## src/rtl/itr_pkg.sv

```systemverilog
package itr_pkg;

	localparam int unsigned FrameLenW  = 4;
	localparam int unsigned FrameDataW = 64;
	localparam int unsigned PayloadW   = 56;
	localparam int unsigned MsgLenW    = 12;
	localparam int unsigned CfgIndexW  = 2;
	localparam int unsigned CfgDataW   = 12;

	// PCI frame types (top nibble of byte 0)
	localparam logic [3:0] PCI_SINGLE      = 4'h0;
	localparam logic [3:0] PCI_FIRST       = 4'h1;
	localparam logic [3:0] PCI_CONSECUTIVE = 4'h2;

	typedef enum logic [CfgIndexW-1:0] {
		REG_BLOCK_SIZE         = 2'd0,
		REG_SEPARATION_TIME    = 2'd1,
		REG_MAX_MESSAGE_LENGTH = 2'd2
	} cfg_reg_t;

	typedef enum logic [2:0] {
		KIND_IGNORED          = 3'd0,
		KIND_SINGLE_DONE      = 3'd1,
		KIND_FIRST_OK         = 3'd2,
		KIND_CONSECUTIVE      = 3'd3,
		KIND_LAST_CONSECUTIVE = 3'd4,
		KIND_OVERFLOW         = 3'd5,
		KIND_SEQUENCE_ERROR   = 3'd6
	} result_kind_t;

	typedef enum logic [1:0] {
		FC_NONE     = 2'd0,
		FC_CONTINUE = 2'd1,
		FC_OVERFLOW = 2'd2
	} flow_control_t;

	typedef struct packed {
		logic [FrameLenW-1:0]  frame_length;
		logic [FrameDataW-1:0] frame_data;
	} frame_t;

	typedef struct packed {
		result_kind_t          kind;
		logic [PayloadW-1:0]   payload_data;
		logic [2:0]            payload_count;
		logic [MsgLenW-1:0]    payload_offset;
		logic [MsgLenW-1:0]    message_length;
		flow_control_t         send_flow_control;
		logic                  start_of_reception;
		logic                  message_complete;
	} result_t;

endpackage

```

## src/rtl/iso_tp_receiver_unit.sv

```systemverilog
// A frame transfer reaches its offered result through the input register, then
//   decode into the result register.
// Throughput: one frame per cycle while results are taken; the decode and the
//   reception state update both sit in the single stage between the two registers.
// Reset: arst_n clears the pipeline valids and the reception state (idle,
//   expected sequence 1) and loads block_size 0, max_message_length 4095.
module iso_tp_receiver_unit (
	input  logic                            clk,
	input  logic                            arst_n,
	input  logic                            frame_valid,
	output logic                            frame_ready,
	input  itr_pkg::frame_t                 frame,
	output logic                            result_valid,
	input  logic                            result_ready,
	output itr_pkg::result_t                result,
	input  logic                            cfg_valid,
	output logic                            cfg_ready,
	input  logic [itr_pkg::CfgIndexW-1:0]   cfg_index,
	input  logic [itr_pkg::CfgDataW-1:0]    cfg_data
);
	import itr_pkg::*;

	// Keep the top count bytes of a 7-byte payload, zero the rest.
	function automatic logic [PayloadW-1:0] byte_mask(input logic [2:0] count);
		logic [PayloadW-1:0] m;
		m = '0;
		for (int i = 0; i < 7; i++) begin
			if (3'(i) < count) begin
				m[PayloadW-1-8*i -: 8] = 8'hFF;
			end
		end
		return m;
	endfunction

	// Configuration registers. STmin only goes into the transmitted flow
	// control frame, which is assembled outside this block, so it is not held.
	logic [7:0]         block_size_q;
	logic [MsgLenW-1:0] max_message_length_q;

	// Reception state
	logic               in_segmented_q;
	logic [3:0]         expected_sequence_q;
	logic [MsgLenW-1:0] bytes_received_q;
	logic [MsgLenW-1:0] total_length_q;
	logic [7:0]         frames_in_block_q;

	// Pipeline registers
	logic    valid_s1;
	frame_t  frame_s1;
	logic    valid_s2;
	result_t result_s2;

	logic advance_s2;
	logic step_s1;

	// Decode outputs and next state
	result_t            res_d;
	logic               in_segmented_d;
	logic [3:0]         expected_sequence_d;
	logic [MsgLenW-1:0] bytes_received_d;
	logic [MsgLenW-1:0] total_length_d;
	logic [7:0]         frames_in_block_d;

	// The result register frees up when empty or when its result is taken;
	// the input register moves on whenever the result register does.
	assign advance_s2   = !valid_s2 || result_ready;
	assign step_s1      = valid_s1 && advance_s2;
	assign frame_ready  = !valid_s1 || advance_s2;
	assign result_valid = valid_s2;
	assign result       = result_s2;
	assign cfg_ready    = 1'b1;

	// Configuration writes; an index past the register list is dropped.
	always_ff @(posedge clk or negedge arst_n) begin
		if (!arst_n) begin
			block_size_q         <= '0;
			max_message_length_q <= '1;
		end else if (cfg_valid && cfg_ready) begin
			unique case (cfg_index)
				REG_BLOCK_SIZE:         block_size_q         <= cfg_data[7:0];
				REG_SEPARATION_TIME:    ; // consumed by the flow control sender
				REG_MAX_MESSAGE_LENGTH: max_message_length_q <= cfg_data;
				default:                ;
			endcase
		end
	end

	// Frame decode: classify by PCI type, check, and work out the next state.
	always_comb begin
		logic [3:0]         flen;
		logic [3:0]         flen_m1;
		logic [3:0]         pci_type;
		logic [3:0]         pci_low;
		logic [MsgLenW-1:0] announced;
		logic [MsgLenW-1:0] remain;
		logic [2:0]         copy;
		logic [MsgLenW-1:0] received_next;
		logic [7:0]         block_count;

		flen          = (frame_s1.frame_length > 4'd8) ? 4'd8 : frame_s1.frame_length;
		flen_m1       = flen - 4'd1;
		pci_type      = frame_s1.frame_data[63:60];
		pci_low       = frame_s1.frame_data[59:56];
		announced     = {pci_low, frame_s1.frame_data[55:48]};
		remain        = total_length_q - bytes_received_q;
		copy          = ({8'd0, flen_m1} > remain) ? remain[2:0] : flen_m1[2:0];
		received_next = bytes_received_q + {9'd0, copy};
		block_count   = frames_in_block_q + 8'd1;

		res_d               = '0;
		res_d.kind          = KIND_IGNORED;
		res_d.send_flow_control = FC_NONE;
		in_segmented_d      = in_segmented_q;
		expected_sequence_d = expected_sequence_q;
		bytes_received_d    = bytes_received_q;
		total_length_d      = total_length_q;
		frames_in_block_d   = frames_in_block_q;

		if (flen != 4'd0) begin
			case (pci_type)
				PCI_SINGLE: begin
					if (pci_low != 4'd0 && pci_low <= flen_m1) begin
						in_segmented_d           = 1'b0;
						res_d.kind               = KIND_SINGLE_DONE;
						res_d.payload_count      = pci_low[2:0];
						res_d.payload_data       = frame_s1.frame_data[55:0] &
							byte_mask(pci_low[2:0]);
						res_d.message_length     = {8'd0, pci_low};
						res_d.start_of_reception = 1'b1;
						res_d.message_complete   = 1'b1;
					end
				end
				PCI_FIRST: begin
					// Need a full frame and a message too long for a single frame.
					if (flen == 4'd8 && announced >= MsgLenW'(8)) begin
						in_segmented_d       = 1'b0;
						res_d.message_length = announced;
						if (announced > max_message_length_q) begin
							res_d.kind              = KIND_OVERFLOW;
							res_d.send_flow_control = FC_OVERFLOW;
						end else begin
							res_d.kind               = KIND_FIRST_OK;
							res_d.payload_count      = 3'd6;
							res_d.payload_data       = {frame_s1.frame_data[47:0], 8'h00};
							res_d.send_flow_control  = FC_CONTINUE;
							res_d.start_of_reception = 1'b1;
							in_segmented_d           = 1'b1;
							expected_sequence_d      = 4'd1;
							bytes_received_d         = MsgLenW'(6);
							total_length_d           = announced;
							frames_in_block_d        = '0;
						end
					end
				end
				PCI_CONSECUTIVE: begin
					if (in_segmented_q) begin
						res_d.message_length = total_length_q;
						res_d.payload_offset = bytes_received_q;
						if (pci_low != expected_sequence_q) begin
							// Abandon the reception.
							res_d.kind     = KIND_SEQUENCE_ERROR;
							in_segmented_d = 1'b0;
						end else begin
							res_d.payload_count = copy;
							res_d.payload_data  = frame_s1.frame_data[55:0] & byte_mask(copy);
							bytes_received_d    = received_next;
							expected_sequence_d = expected_sequence_q + 4'd1;
							if (received_next >= total_length_q) begin
								res_d.kind             = KIND_LAST_CONSECUTIVE;
								res_d.message_complete = 1'b1;
								in_segmented_d         = 1'b0;
							end else begin
								res_d.kind        = KIND_CONSECUTIVE;
								frames_in_block_d = block_count;
								if (block_size_q != 8'd0 && block_count >= block_size_q) begin
									res_d.send_flow_control = FC_CONTINUE;
									frames_in_block_d       = '0;
								end
							end
						end
					end
				end
				default: ; // flow control and unknown types are dropped
			endcase
		end
	end

	// Pipeline valids and reception state; state advances as an item leaves s1.
	always_ff @(posedge clk or negedge arst_n) begin
		if (!arst_n) begin
			valid_s1            <= 1'b0;
			valid_s2            <= 1'b0;
			in_segmented_q      <= 1'b0;
			expected_sequence_q <= 4'd1;
			bytes_received_q    <= '0;
			total_length_q      <= '0;
			frames_in_block_q   <= '0;
		end else begin
			if (frame_valid && frame_ready) begin
				valid_s1 <= 1'b1;
			end else if (advance_s2) begin
				valid_s1 <= 1'b0;
			end
			if (advance_s2) begin
				valid_s2 <= valid_s1;
			end
			if (step_s1) begin
				in_segmented_q      <= in_segmented_d;
				expected_sequence_q <= expected_sequence_d;
				bytes_received_q    <= bytes_received_d;
				total_length_q      <= total_length_d;
				frames_in_block_q   <= frames_in_block_d;
			end
		end
	end

	// Payload registers: capture on transfer, hold while stalled.
	always_ff @(posedge clk) begin
		if (frame_valid && frame_ready) begin
			frame_s1 <= frame;
		end
		if (step_s1) begin
			result_s2 <= res_d;
		end
	end

endmodule

```

## config.mk

```make
export PLATFORM = sky130hd
export DESIGN_NAME = iso_tp_receiver_unit
export DESIGN_NICKNAME = d
export VERILOG_FILES = /design/src/rtl/itr_pkg.sv /design/src/rtl/iso_tp_receiver_unit.sv
export SDC_FILE = /design/constraint.sdc
export NUM_CORES = 1
export LEC_CHECK = 0
export ABC_AREA = 1
export BUFFER_PORTS_ARGS = -buffer_cell sky130_fd_sc_hd__buf_4
export CORE_MARGIN = 2
export CORE_UTILIZATION = 40
export DETAILED_ROUTE_END_ITERATION = 6
export MAX_ROUTING_LAYER = met4
export PLACE_DENSITY = 0.6
export SYNTH_ARGS = -nofsm -noshare
export SYNTH_HDL_FRONTEND = slang
export SYNTH_SLANG_ARGS = --single-unit
```

## constraint.sdc

```tcl
create_clock -name clk -period 8.01 [get_ports clk]
set_input_delay 1.2015 -clock clk [delete_from_list [all_inputs] [get_ports clk]]
set_output_delay 1.2015 -clock clk [all_outputs]
set_load 0.005 [all_outputs]
```

# Yosys cells after proc, flatten, opt, wreduce, memory -nomap -nowiden

Index checks and enable logic that the tools add are counted.

Register bits after elaboration: 217
Latch bits: 0
Bits in writable memories: 0
ROM bits: 0
Memories kept: 0

$add $sub $neg: 5
Multipliers: 0
Div/mod/pow operators: 0
Order comparisons: 21
Eq/ne operators: 11
Shift operators: 0
Muxes and demuxes: 114
Bitwise gates (word level): 3
Reduce and logical (&&, ||, !) cells: 24

Operators with widths:

| operator                                             | count |
|---|---|
| two-way mux 8 bit                                    | 69 |
| one-hot mux 62 bit (3 select lines)                  | 1 |
| two-way mux 59 bit                                   | 2 |
| bitwise AND 56 bit                                   | 2 |
| two-way mux 88 bit                                   | 1 |
| two-way mux 62 bit                                   | 1 |
| two-way mux 60 bit                                   | 1 |
| two-way mux 12 bit                                   | 4 |
| one-hot mux 12 bit (3 select lines)                  | 1 |
| two-way mux 4 bit                                    | 6 |
| one-hot mux 12 bit (2 select lines)                  | 1 |
| < comparator 3 bit, first input constant             | 6 |
| one-hot mux 8 bit (2 select lines)                   | 1 |
| two-way mux 15 bit                                   | 1 |
| two-way mux 1 bit                                    | 14 |
| adder 12 x 3 -> 12 bit                               | 1 |
| >= comparator 12 bit                                 | 1 |
| >= comparator 12 x 4 -> 1 bit, second input constant | 1 |
| greater-than comparator 12 bit                       | 1 |
| greater-than comparator 4 x 12 -> 1 bit              | 1 |
| < comparator 1 x 3 -> 1 bit, first input constant    | 4 |
| < comparator 2 x 3 -> 1 bit, first input constant    | 4 |
| two-way mux 3 bit                                    | 4 |
| != test 2 bit, second input constant                 | 6 |
| other kinds (32)                                     | 44 |

# Depth between registers and ports, before layout

Gate-level depths: netlist of run 1.

Word-level depth: 15
Mapped depth: 43
Gate-level depth less buffers: 42

# Worst setup path after synthesis of run 1

Ideal clock, no wire load.

Path kind: register -> register
Start point: register total_length_q[0]
End point: register frames_in_block_q[0]
Arrival time: 4.977 ns
Setup slack: 2.915 ns
Stages on the path, launching flop included: 41
Period minus slack after synthesis: 5.095 ns
Cells stage by stage: dfrtp_1 > inv_1 > ha_1 > fa_1 > xnor2_1 > inv_1 > ha_1 > nand2_1 > inv_1 > nand2_1 > nand2_1 > nand2_1 > nor2_1 > nand2_1 > nor2_1 > nand3_1 > nor2_4 > nand2_2 > [... 5 more ...] > fa_1 > o22ai_1 > nand2_1 > nor4_1 > nand2_1 > nor2_1 > xor2_1 > inv_1 > ha_1 > nand2_1 > inv_1 > nand2_1 > nand2_1 > nand2_1 > nand2_4 > buf_6 > nand2_1 > o21ai_2

Word-level cells in the longest chain between the ends: 7

RTL lines:

| element                                  | line                        | source |
|---|---|---|
| start, declared                          | iso_tp_receiver_unit.sv:44  | `logic [MsgLenW-1:0] total_length_q;` |
| start signal, assigned                   | iso_tp_receiver_unit.sv:211 | `total_length_q <= total_length_d;` |
| subtractor 12 bit                        | iso_tp_receiver_unit.sv:105 | `remain = total_length_q - bytes_received_q;` |
| greater-than comparator 4 x 12 -> 1 bit  | iso_tp_receiver_unit.sv:106 | `copy = ({8'd0, flen_m1} > remain) ? remain[2:0] : flen_m1[2:0];` |
| two-way mux 3 bit                        | iso_tp_receiver_unit.sv:106 |  |
| adder 12 x 3 -> 12 bit                   | iso_tp_receiver_unit.sv:107 | `received_next = bytes_received_q + {9'd0, copy};` |
| >= comparator 12 bit (*)                 | iso_tp_receiver_unit.sv:168 | `if (received_next >= total_length_q) begin` |
| != test 2 bit (no source line) (*)       | -                           |  |
| AND reduction 8 bit (no source line) (*) | -                           |  |
| end signal, assigned                     | iso_tp_receiver_unit.sv:212 | `frames_in_block_q <= frames_in_block_d;` |
| end, declared                            | iso_tp_receiver_unit.sv:45  | `logic [7:0] frames_in_block_q;` |

Every way passes the cells marked *; elsewhere a longest branch is shown, timed or not.
A chain may end at the register's enable or synchronous reset.

# Worst setup path after layout of run 1

Start point: register frame_s1[67] (netlist bit)
End point: register result_s2, in the netlist result[2] (data pin)

Word-level cells in the longest chain between the ends: 11

RTL lines:

| element                                 | line                        | source |
|---|---|---|
| start, declared                         | iso_tp_receiver_unit.sv:49  | `frame_t frame_s1;` |
| start signal, assigned                  | iso_tp_receiver_unit.sv:220 | `frame_s1 <= frame;` |
| greater-than comparator 4 bit           | iso_tp_receiver_unit.sv:100 | `flen = (frame_s1.frame_length > 4'd8) ? 4'd8 : frame_s1.frame_length;` |
| two-way mux 4 bit (*)                   | iso_tp_receiver_unit.sv:100 |  |
| subtractor 4 x 1 -> 4 bit               | iso_tp_receiver_unit.sv:101 | `flen_m1 = flen - 4'd1;` |
| greater-than comparator 4 x 12 -> 1 bit | iso_tp_receiver_unit.sv:106 |  |
| two-way mux 3 bit                       | iso_tp_receiver_unit.sv:106 |  |
| adder 12 x 3 -> 12 bit                  | iso_tp_receiver_unit.sv:107 |  |
| >= comparator 12 bit                    | iso_tp_receiver_unit.sv:168 |  |
| two-way mux 1 bit                       | iso_tp_receiver_unit.sv:168 |  |
| two-way mux 1 bit                       | iso_tp_receiver_unit.sv:159 | `if (pci_low != expected_sequence_q) begin` |
| two-way mux 88 bit                      | iso_tp_receiver_unit.sv:156 | `if (in_segmented_q) begin` |
| one-hot mux 2 bit (2 select lines)      | iso_tp_receiver_unit.sv:120 | `case (pci_type)` |
| end signal, assigned                    | iso_tp_receiver_unit.sv:223 | `result_s2 <= res_d;` |
| end, declared                           | iso_tp_receiver_unit.sv:51  | `result_t result_s2;` |

Marked as above.

==> results.md, run 1 <==
- Outcome: finished clean
- Fill cells: 2637
- Clock-pin slew on the worst setup and hold paths: 0.06 ns
- Max VDD drop: 0.161 mV
- Period utilization: 71.9%
- Synth Instances: 1182
- Routability Congestion: 0.880
- Starting Density: 40.5%
- TritonCTS clock tree: built
- Post-route core utilization: 49.3%
- CTS buffer count: 25
- Worst-margin pin slew: 1.07 ns
- Syn nets: 1328
- Startpoint types: register
- Setup TNS: 0 ns
- Worst-skew pair later-pin latency: 0.53 ns
- Synth top area cells: edfxtp_1 42%, dfrtp_1 10%, nand2_1 7.7%
- Synth unique cells: 50
- Overflow after GRT: 0
- Clk buf depth: 3
- Syn-to-layout area delta: 21.8%
- H-tree levels: 1
- DR WL/cell: 17.1 um
- RSZ-0062 raised after global routing: false
- Top-area cell type share of the netlist area: 42.3%
- Async SR Flop Fraction: 27.2%
- Hold/Removal Path Class: register to register
- DR iter-0 viols: 703
- Max Cap Viol: 0
- Clock Skew: 0.0256 ns
- Final hold viol count: 0
- Post-DRT Antenna Nets: 0
- Largest area contributor in the netlist: edfxtp_1
- Mapped Avg Cell Area: 9.49 um^2
- Dpl hpwl: 21700 um
- Number of synthesized flops with an enable pin: 158
- I/O pin count: 180
- Hold-fix buffers at CTS: 0
- Ys Warns: 0
- Vias in the first global route: 8449
- Number of diodes: 0
- CP max stage cell: edfxtp_1
- Core footprint: 27700 um^2
- CP required: 8.40 ns
- Vias per inst: 4.95
- Critical path peak fanout: 12
- Critical path arrival: 6.15 ns
- Final setup fails: 0
- Slowest stage delay, CP: 0.41 ns
- Router iterations before antenna repair: 5
- CP most frequent cell: nand2_1
- P per Cell Area: 248 nW/um^2
- Most used flip-flop cell after synthesis: edfxtp_1
- Die area: 29400 um^2
- Routed wire length: 30100 um
- FMAX: 0.174 GHz
- Synthesized cell area: 11200 um^2
- Leak: 6.07 nW
- Crit. End Element: register
- Root Buffer: clkbuf_16
- Die width: 171 um
- Layout Nets: 1506
- Seq cells post-synth: 217
- Most frequent cell after synthesis: nand2_1
- Via count: 8700
- Row count: 61
- Max-Slew Margin vs Limit: 28.6%
- Initial antenna violation count: 0
- WS Path Type: register to register
- Final Max Slew Viols: 0
- # DRC: 0
- Share of layout cells above drive strength 1: 19.2%
- Cts repair resizes: 0
- Final min period: 5.76 ns
- GRT Resource Usage Total: 21.0%
- Pin count of the biggest net entering global routing: 69
- Number of port buffers: 178
- Sink Count: 217
- Postcts setup bufs: 0
- Synth cell count leaders: 231 x nand2_1, 193 x inv_1, 158 x edfxtp_1
- Die Height: 171 um
- Post-synthesis sequential area ratio: 55.6%
- First-pass GRT wire length: 46500 um
## path summary, 6_finish.rpt
path	end	cells past startpoint	startpoint	slack, ns
max	result[2]$_SDFFCE_PP0P_	39	frame_s1[67]$_DFFE_PP_	2.25
min	max_message_length_q[8]$_DFFE_PN1P_	2	max_message_length_q[8]$_DFFE_PN1P_	0.49
max reg2reg	result[2]$_SDFFCE_PP0P_	39	frame_s1[67]$_DFFE_PP_	2.25
min reg2reg	max_message_length_q[8]$_DFFE_PN1P_	2	max_message_length_q[8]$_DFFE_PN1P_	0.49
max in group asynchronous	bytes_received_q[11]$_DFFE_PN0P_	1	arst_n	6.72
min in group asynchronous	block_size_q[6]$_DFFE_PN0P_	1	arst_n	0.76
## layout by cell type (no fill, tap or decap), types with 6 or more instances in the layout
cell / instances
ha_1: 57
edfxtp_1: 158
nand3_1: 67
inv_2: 8
clkbuf_1: 10
nand4_1: 6
a21oi_1: 80
o22ai_1: 26
dfrtp_1: 46
buf_4: 182
inv_1: 191
nand2_1: 231
o21ai_1: 8
clkbuf_16: 25
o21ai_0: 68
nor2_1: 99
dfstp_2: 13
xor2_1: 20
## logic make-up after synthesis
kind of cell | synth area share (%)
other cells | 0.0334
compound gates | 10.3
simple gates | 17.3
xor+xnor | 1.87
fa+ha+maj | 6.71
flops | 55.6
buf+inv | 8.19
## per-stage QoR
| step | cell area (um^2) | std cells | hold WS, ns | worst slack, ns | total power, mW |
|---|---|---|---|---|---|
| 2_1_floorplan | 11200 | 1182 | 0.457 | 2.92 | 2.02 |
| 4_1_cts | 13700 | 1756 | 0.491 | 2.28 | 3.41 |
| 3_3_place_gp | 12900 | 1711 | 0.482 | 2.48 | 2.32 |
| 5_1_grt | 13700 | 1756 | 0.510 | 1.54 | 3.58 |
| 6_report | 13700 | 1756 | 0.488 | 2.25 | 3.39 |
| 3_5_place_dp | 12900 | 1711 | 0.482 | 2.29 | 2.34 |
## per-layer routing
metal  part of all wire [%]  GRT usage, %  vias up
met2                     47          33.3      275
met1                     44          28.5     4094
met5                      0             -        -
li1                       -             -     4283
met3                    6.1          2.58       48
met4                    3.0          5.82        0
## critical path, delay by kind of cell, from the launching register on
kind / cells / cell delay, ns
simple gates: 26 / 2.73
fa+ha+maj: 4 / 1.19
xor+xnor: 2 / 0.51
buf+inv: 5 / 0.47
flops: 1 / 0.41
compound gates: 2 / 0.32
## state kept, by name (all words and copies together) (netlist names)
| signal | count |
|---|---|
| block_size_q | 8 |
| in_segmented_q | 1 |
| total_length_q | 12 |
| frame_s1 | 68 |
| expected_sequence_q | 4 |
| max_message_length_q | 12 |
| result_valid | 1 |
| result | 90 |
| frames_in_block_q | 8 |
| bytes_received_q | 12 |
| valid_s1 | 1 |
## final cells by class
type / instances / area, um^2 / area share, %
inverter: 203 / 767 / 5.61
clock inverter: 9 / 76.3 / 0.559
tap: 378 / 473 / 3.46
timing repair buffer: 182 / 1370 / 10.0
sequential: 217 / 6240 / 45.7
clock buffer: 36 / 677 / 4.95
multi-input combinational: 731 / 4070 / 29.8
## where the power goes
group / internal (mW) / switching, mW
combinational: 0.327 / 0.530
clock: 0.618 / 0.451
sequential: 1.37 / 0.0918
Note: power is estimated with default switching activity, not from simulation.
==> run 2, diff against run 1 <==
==> constraint.sdc (replaced) <==
create_clock -name clk -period 5.3 [get_ports clk]
set_input_delay 0.795 -clock clk [delete_from_list [all_inputs] [get_ports clk]]
set_output_delay 0.795 -clock clk [all_outputs]
set_load 0.005 [all_outputs]
==> results.md, run 2 (synthesis gave the netlist of run 1 again) <==
- Layout Nets: 1541
- Slowest stage delay, CP: 0.41 ns
- Max Cap Viol: 0
- Via count: 8854
- Root Buffer: clkbuf_16
- Routability Congestion: 0.875
- I/O pin count: 180
- Max VDD drop: 0.239 mV
- Starting Density: 40.5%
- Worst-margin pin slew: 1.07 ns
- Outcome: finished clean
- Dpl hpwl: 22200 um
- FMAX: 0.194 GHz
- Clock-pin slew on the worst setup and hold paths: 0.07 ns
- Commonest non-fill, non-tap cell in the layout: nand2_1
- WS Path Type: register to register
- Post-DRT Antenna Nets: 0
- CP max stage cell: fa_2
- Number of port buffers: 178
- P per Cell Area: 397 nW/um^2
- Clk buf depth: 3
- Final min period: 5.15 ns
- Critical path peak fanout: 5
- Worst-skew pair later-pin latency: 0.55 ns
- CP required: 5.54 ns
- Max-Slew Margin vs Limit: 28.7%
- Sink Count: 217
- Number of diodes: 0
- First-pass GRT wire length: 47500 um
- DR iter-0 viols: 663
- Row count: 61
- Overflow after GRT: 0
- CTS buffer count: 26
- Critical path arrival: 5.39 ns
- RSZ-0062 raised after global routing: true
- Clock Skew: 0.0272 ns
- Crit. End Element: register
- Syn-to-layout area delta: 28.4%
- H-tree levels: 1
- Final setup fails: 0
- Hold Slack: 0.354 ns
- Setup TNS: 0 ns
- Fill cells: 2559
- Router iterations before antenna repair: 5
- Max FFs per register: 90
- Hold-fix buffers at CTS: 0
- Routed wire length: 31200 um
- Initial antenna violation count: 0
- Flip-flop and latch area: 6240 um^2
- Most frequent cells in the layout: 216 x nand2_1, 215 x buf_4, 188 x inv_1
- Die Height: 171 um
- Vias in the first global route: 8536
- TritonCTS clock tree: built
- GRT Resource Usage Total: 21.6%
- Hold/Removal Path Class: input pin to async pin
- Leak: 6.37 nW
- Multi-input gate area: 4360 um^2
- Pin count of the biggest net entering global routing: 60
- Vias per inst: 4.94
- Final Max Slew Viols: 0
- Final hold viol count: 0
- Die width: 171 um
- CP most frequent cell: nand2_1
- Core footprint: 27700 um^2
- Period utilization: 97.1%
- Reg2reg setup slack: 0.15 ns
- Startpoint types: register
- Die area: 29400 um^2
- # DRC: 0
- DR WL/cell: 17.4 um
- Share of layout cells above drive strength 1: 25.1%
[run 2: what timing repair did]
action | 4_1_cts | 5_1_grt
pin swaps | 2 | 14
buffers inserted | 2 | 10
gates resized for setup | 9 | 53
endpoints found under the setup margin | 14 | 14
gates cloned | 0 | 1
[run 2: worst max-delay path, delay by kind of cell (launching register included)]
| family | cells | cell delay, ns |
|---|---|---|
| buf+inv | 5 | 0.35 |
| fa+ha+maj | 6 | 1.59 |
| simple gates | 21 | 1.59 |
| flops | 1 | 0.40 |
| xor+xnor | 2 | 0.33 |
| compound gates | 4 | 0.56 |
[run 2: final timing paths]
path	startpoint	to	cells after the start
setup / recovery	bytes_received_q[0]$_DFFE_PN0P_	result[89]$_SDFFCE_PP0P_	38
hold / removal	arst_n	in_segmented_q$_DFFE_PN0P_	1
setup reg to reg	bytes_received_q[0]$_DFFE_PN0P_	result[89]$_SDFFCE_PP0P_	38
hold reg to reg	max_message_length_q[7]$_DFFE_PN1P_	max_message_length_q[7]$_DFFE_PN1P_	2
max in group asynchronous	arst_n	total_length_q[4]$_DFFE_PN0P_	1
min in group clk	frame[7]	frame_s1[7]$_DFFE_PP_	1
[run 2: where the power goes]
part	switching [mW]	internal (mW)
sequential	0.133	2.07
combinational	0.930	0.635
clock	0.748	1.20
[run 2: layer usage]
metal / wire length (um) / part of all wire [%] / global-route usage [%] / vias to the layer above
met5: 0 / 0 / - / -
met4: 903 / 2.9 / 6.82 / 0
met3: 1870 / 6.0 / 3.06 / 64
met2: 14400 / 46 / 32.9 / 292
met1: 14100 / 45 / 30.0 / 4142
li1: - / - / - / 4356
[run 2: layout make-up]
class | count | share of cell area (%)
Clock buffer | 31 | 5.16
Tap cell | 378 | 3.28
Inverter | 203 | 5.33
Clock inverter | 17 | 1.45
Timing Repair Buffer | 215 | 11.2
Multi-Input combinational cell | 732 | 30.3
Sequential cell | 217 | 43.3
[run 2: stage by stage]
step	setup slack, ns	cells	power (mW)	instance area [um^2]	util, %
after floorplan	0.205	1182	3.05	11200	-
after global placement	-0.0186	1732	3.57	13100	47.2
after detailed placement	-0.197	1732	3.58	13100	47.2
after CTS	0.0183	1782	5.57	14100	50.8
after global routing	-0.228	1793	6.03	14400	52.0
final	0.153	1793	5.72	14400	52.0
